## config.mk

```make
export PLATFORM = sky130hd
export DESIGN_NAME = gwc_fifo
export DESIGN_NICKNAME = d
export VERILOG_FILES = /design/src/sv/gwc_fifo.sv
export SDC_FILE = /design/constraint.sdc
export NUM_CORES = 1
export LEC_CHECK = 0
export BUFFER_PORTS_ARGS = -buffer_cell sky130_fd_sc_hd__buf_2
export CAP_MARGIN = 20
export CORE_ASPECT_RATIO = 2
export CORE_UTILIZATION = 52
export CTS_BUF_LIST = sky130_fd_sc_hd__clkbuf_4 sky130_fd_sc_hd__clkbuf_8
export DETAILED_ROUTE_END_ITERATION = 10
export PLACE_DENSITY = 0.81
export SKIP_CTS_REPAIR_TIMING = 1
export SLEW_MARGIN = 20
export SYNTH_ARGS = -nofsm -noshare
export SYNTH_HDL_FRONTEND = slang
export SYNTH_SLANG_ARGS = --single-unit
export TNS_END_PERCENT = 30
```

## constraint.sdc

```tcl
create_clock -name clk -period 1.4 [get_ports clk]
set_input_delay 0.28 -clock clk [delete_from_list [all_inputs] [get_ports clk]]
set_output_delay 0.28 -clock clk [all_outputs]
set_load 0.02 [all_outputs]
```

## src/sv/gwc_fifo.sv

```systemverilog
// ----------------------------------------------------------------------------
// gwc_fifo
// Small register FIFO with occupancy count (power-of-two depth).
// ----------------------------------------------------------------------------
module gwc_fifo #(
	parameter int WIDTH = 8,
	parameter int DEPTH = 4
) (
	input  logic                       clk,
	input  logic                       arst_n,
	input  logic                       push,
	input  logic [WIDTH-1:0]           wdata,
	input  logic                       pop,
	output logic [WIDTH-1:0]           rdata,
	output logic                       empty,
	output logic                       full,
	output logic [$clog2(DEPTH+1)-1:0] count
);
	localparam int AW = $clog2(DEPTH);

	logic [WIDTH-1:0]           mem_q [DEPTH];
	logic [AW-1:0]              wptr_q, rptr_q;
	logic [$clog2(DEPTH+1)-1:0] count_q;

	assign rdata = mem_q[rptr_q];
	assign empty = (count_q == '0);
	assign full  = (count_q == ($clog2(DEPTH+1))'(DEPTH));
	assign count = count_q;

	always_ff @(posedge clk) begin
		if (push) begin
			mem_q[wptr_q] <= wdata;
		end
	end

	always_ff @(posedge clk or negedge arst_n) begin
		if (!arst_n) begin
			wptr_q  <= '0;
			rptr_q  <= '0;
			count_q <= '0;
		end else begin
			if (push) begin
				wptr_q <= wptr_q + AW'(1);
			end
			if (pop) begin
				rptr_q <= rptr_q + AW'(1);
			end
			case ({push, pop})
				2'b10:   count_q <= count_q + 1'b1;
				2'b01:   count_q <= count_q - 1'b1;
				default: count_q <= count_q;
			endcase
		end
	end
endmodule

```

---- Yosys cells after proc, flatten, opt, wreduce, memory -nomap -nowiden ----
Memories as Yosys holds them, arrays and structs flattened.
Index checks and enable logic that the tools add are counted.
word-level totals
  register bits after elaboration ......... 7
  bits in latches ......................... 0
  RAM bits ................................ 32
  memory bits (read-only) ................. 0
  output and inout port bits .............. 13
  memories kept ........................... 1
memories
  memory  words  width  read ports  clocked after memory_dff  wr ports  line  RTL
  mem_q   4      8      1           0                         1         21    logic [WIDTH-1:0] mem_q [DEPTH];
cells by class
  add/subtract/negate cells ............... 4
  $mul .................................... 0
  div/mod/pow operators ................... 0
  magnitude comparators ................... 0
  eq/ne operators ......................... 3
  shift operators ......................... 0
  muxes and demuxes ....................... 3
  bitwise gates (word level) .............. 0
  reduce and logical (&&, ||, !) cells .... 2
operators with widths
  operator                                                                count
  3-bit case mux with 2 select lines                                      1
  2-bit by 1-bit adder with 2-bit output (second input constant)          2
  3-bit by 1-bit adder with 3-bit output (second input constant)          1
  3-bit equality test (second input constant)                             1
  3-bit logical NOT                                                       1
  3-bit by 1-bit subtractor with 3-bit output (second input constant)     1
  2-bit by 1-bit equality test with 1-bit output (second input constant)  1
  2-bit equality test (second input constant)                             1
  1-bit 2-to-1 mux                                                        2
  2-bit nonzero test                                                      1

---- Longest topological paths before layout ----
  word-level depth ........................ 2
  depth in mapped cells ................... 7
  mapped depth without buffers ............ 7

---- Least setup slack after synthesis ----
Ideal clock, no wire load.
  kind .................................... register to register
  start ................................... reg count_q[0], in the netlist count[0]
  end ..................................... reg count_q[2], in the netlist count[2]
  setup time .............................. 80 ps
  arrival ................................. 1392 ps
  slack ................................... -71 ps
  cell stages (with the launch flop) ...... 6
  buffers on the path ..................... 0
  clock period less this slack ............ 1471 ps
  cells stage by stage .................... dfrtp_1 > inv_1 > fa_1 > xor2_1 > nor2_1 > xor2_1
between the ends
  word-level cells in the longest chain between the ends .. 2
RTL lines
  item                                                                                                   line    RTL
  from (decl)                                                                                            23      logic [$clog2(DEPTH+1)-1:0] count_q;
  from (signal assigned)                                                                                 49      2'b10: count_q <= count_q + 1'b1;
  from (signal assigned)                                                                                 50      2'b01: count_q <= count_q - 1'b1;
  from (signal assigned)                                                                                 51      default: count_q <= count_q;
  3-bit by 1-bit subtractor with 3-bit output or 3-bit by 1-bit adder with 3-bit output (tied branches)  50, 49
  3-bit case mux with 2 select lines *                                                                   48      case ({push, pop})
Every way passes the cells marked *; elsewhere a longest branch is shown, timed or not.
A chain may end at the register's enable or synchronous reset.

---- Worst setup path after layout ----
  start ................................... reg rptr_q[0]
  end ..................................... out rdata[0]
between the ends
  word-level cells in the longest chain between the ends .. 1
RTL lines
  item                    line  RTL
  from (decl)             22    logic [AW-1:0] wptr_q, rptr_q;
  from (signal assigned)  46    rptr_q <= rptr_q + AW'(1);
  memory read 4 x 8 bit   n/a
  to (decl)               14    output logic [WIDTH-1:0] rdata,
No other way between the ends.

==> metrics <==
outcome=finished, violations left; synth top area cells=edfxtp_1 62%, mux4_2 12%, dfrtp_1 11%; Area growth syn-to-layout=26.8%; failing checks=setup timing; CTS root buffer=clkbuf_8; max-cap violations=0; Seq/Total Area, Yosys=between 70% and 80%; CTS clk-pin slew, worst paths=roughly 70 ps; CTS HTree Levels=2; TritonRoute pass-1 iters=4; fmax=566 MHz; 1st-iter DRT viols=18; final cell count without fillers=about 150; filler cell count=about 180; FF-to-FF path depth=5; Syn Std Cell Area=roughly 0.0016 mm^2; RSZ-0062 raised after global routing=true; WL/cell=around 18 um; vias per cell=5.36; buffers added on ports=24; worst setup margin=-367 ps; global placer's final weighted congestion=0.724; Final Hold Fails=0; Post-route DRC=0; fin nets=140; Routed WL=approximately 2700 um; GRT Total Usage=between 20% and 30%; Avg Inst Size Synth=19.6 um^2; Die W=40.6 um; period utilization=126%; largest net degree at the start of global routing=12; total power=around 4.2 mW; Critical Path AT=1490 ps; Max transition margin=72.4%; worst min path class=in2reg; P_leak=a little under 0.8 nW; # setup viols final=9; Synth cell types=16; share of the synthesized area in the top cell type=61.9%; DP HPWL=around 2000 um; GR Overflow Total=0; WHS=roughly 210 ps; CTS tree=built; first-pass GRT wire length=around 4100 um; vias in the first global route=a little over 900; ANT cells=0; Worst Setup End Kind=output port; synthesized netlist cell count=around 80; Yosys warning count=0; layout cells sized above 1=46.3%; die footprint=0.00322 mm^2; Hold Crit Depth=1; Inserted Clock Buffers=5; Max FO, Critical Path=5; net count after synthesis=97; routed vias=between 800 and 900; Clk Latency, worst-skew pair=280 ps; Slew Limit Fails=0; initial antenna violation count=0; Setup Crit Path Kind=reg2out; Worst-Margin Slew=about 410 ps; Max Root-Sink Buffers=2; Initial Util=a little under three fifths; CP Data Required Time=1120 ps; Worst Clk Skew=4.57 ps; placed cell count=142; chip height=around 79 um; antenna-violating nets left=0; PwrDens=roughly 2100 mW/mm^2; Site Rows=27; Setup crit start kind=flop; post-synthesis register bit count=39; area leader, netlist=edfxtp_1; CTS sink count=39; VDD IR-drop max=1250 uV; Tmin final=between 1500 and 2000 ps; Placeable Area=roughly 0.0028 mm^2; num ports=25
-- sequential cells by signal, summed over array words and instances (netlist names) --
signal,flops
count,3
mem_q,32
rptr_q,2
wptr_q,2
-- final timing paths --
kind / start / to / slack (ps)
worst max-delay path: rptr_q[0] / rdata[0] / -370
worst min-delay path: wdata[4] / mem_q[2][4] / 210
worst max register to register: count[0] / count[2] / -80
worst min register to register: count[0] / count[0] / 520
max in group asynchronous: arst_n / count[0] / 880
min in group asynchronous: arst_n / count[1] / 350
-- Yosys cell counts --
library cell and count:
buf_6 1, edfxtp_1 32, xor2_1 4, nand2_1 3, inv_1 6, ha_1 5
o21ai_0 2, buf_2 1, fa_1 1, nor3_1 1, xnor2_1 2, and3_1 1
and2_1 4, mux4_2 8, nor2_1 1, dfrtp_1 7
-- cells by family after synthesis --
group / count (synthesis) / share of synthesized area [%]
muxes: 8 / 11.6
adders and majority gates: 6 / 5.32
DFF: 39 / 73.2
and+or+nand+nor: 10 / 3.31
AOI/OAI and AO/OA: 2 / 0.645
buffers and inverters: 8 / 2.50
xor gates and xnor gates: 6 / 3.39
-- layout make-up --
cell class / count / area [um^2] / area share [%]
Clock inverter: 1 / 5.00 / 0.254
Sequential cell: 39 / 1140 / 57.9
Tap cell: 29 / 36.3 / 1.84
Clock buffer: 7 / 83.8 / 4.26
Multi-Input combinational cell: 32 / 377 / 19.1
Inverter: 6 / 22.5 / 1.15
Timing Repair Buffer: 38 / 304 / 15.5
-- power breakdown --
group	internal [mW]	switching (mW)
Combinational	0.879	0.803
Clock	0.388	0.361
Sequential	1.56	0.200
Total	2.83	1.36
-- layout by cell type, fill, tap and decap left out, types with 3 or more instances in the layout --
master and count:
and2_1 4, mux4_2 8, clkbuf_8 5, xor2_1 4, dfrtp_1 5, edfxtp_1 32
buf_6 9, buf_2 17, buf_4 9, inv_1 4, nand2_1 3, ha_1 5
-- metal layers --
layer  GRT usage, %  routed length, um  part of all wire, %  vias to the layer above
met5              0                  0                    0                        -
met4           10.3                 65                  2.4                        0
met3           5.87                111                  4.2                        6
met2           33.7               1580                   59                       25
met1           22.0                908                   34                      406
li1               -                  -                    -                      378
-- worst max-delay path, cell delays in order (launching register included) --
cell,delay (ps)
dfrtp_1,390
buf_6,150
mux4_2,510
buf_6,150
-- stage by stage --
stage	utilization (%)	setup TNS [ps]	worst slack [ps]	cell area, um^2
floorplan	-	0	6.69	1550
global placement	64.5	-236	-63.7	1810
detailed placement	64.5	-597	-220	1810
CTS	67.7	-3000	-376	1900
global route	70.1	-3410	-419	1970
finish	70.1	-2910	-367	1970
Power figures use the tool's default switching activity.
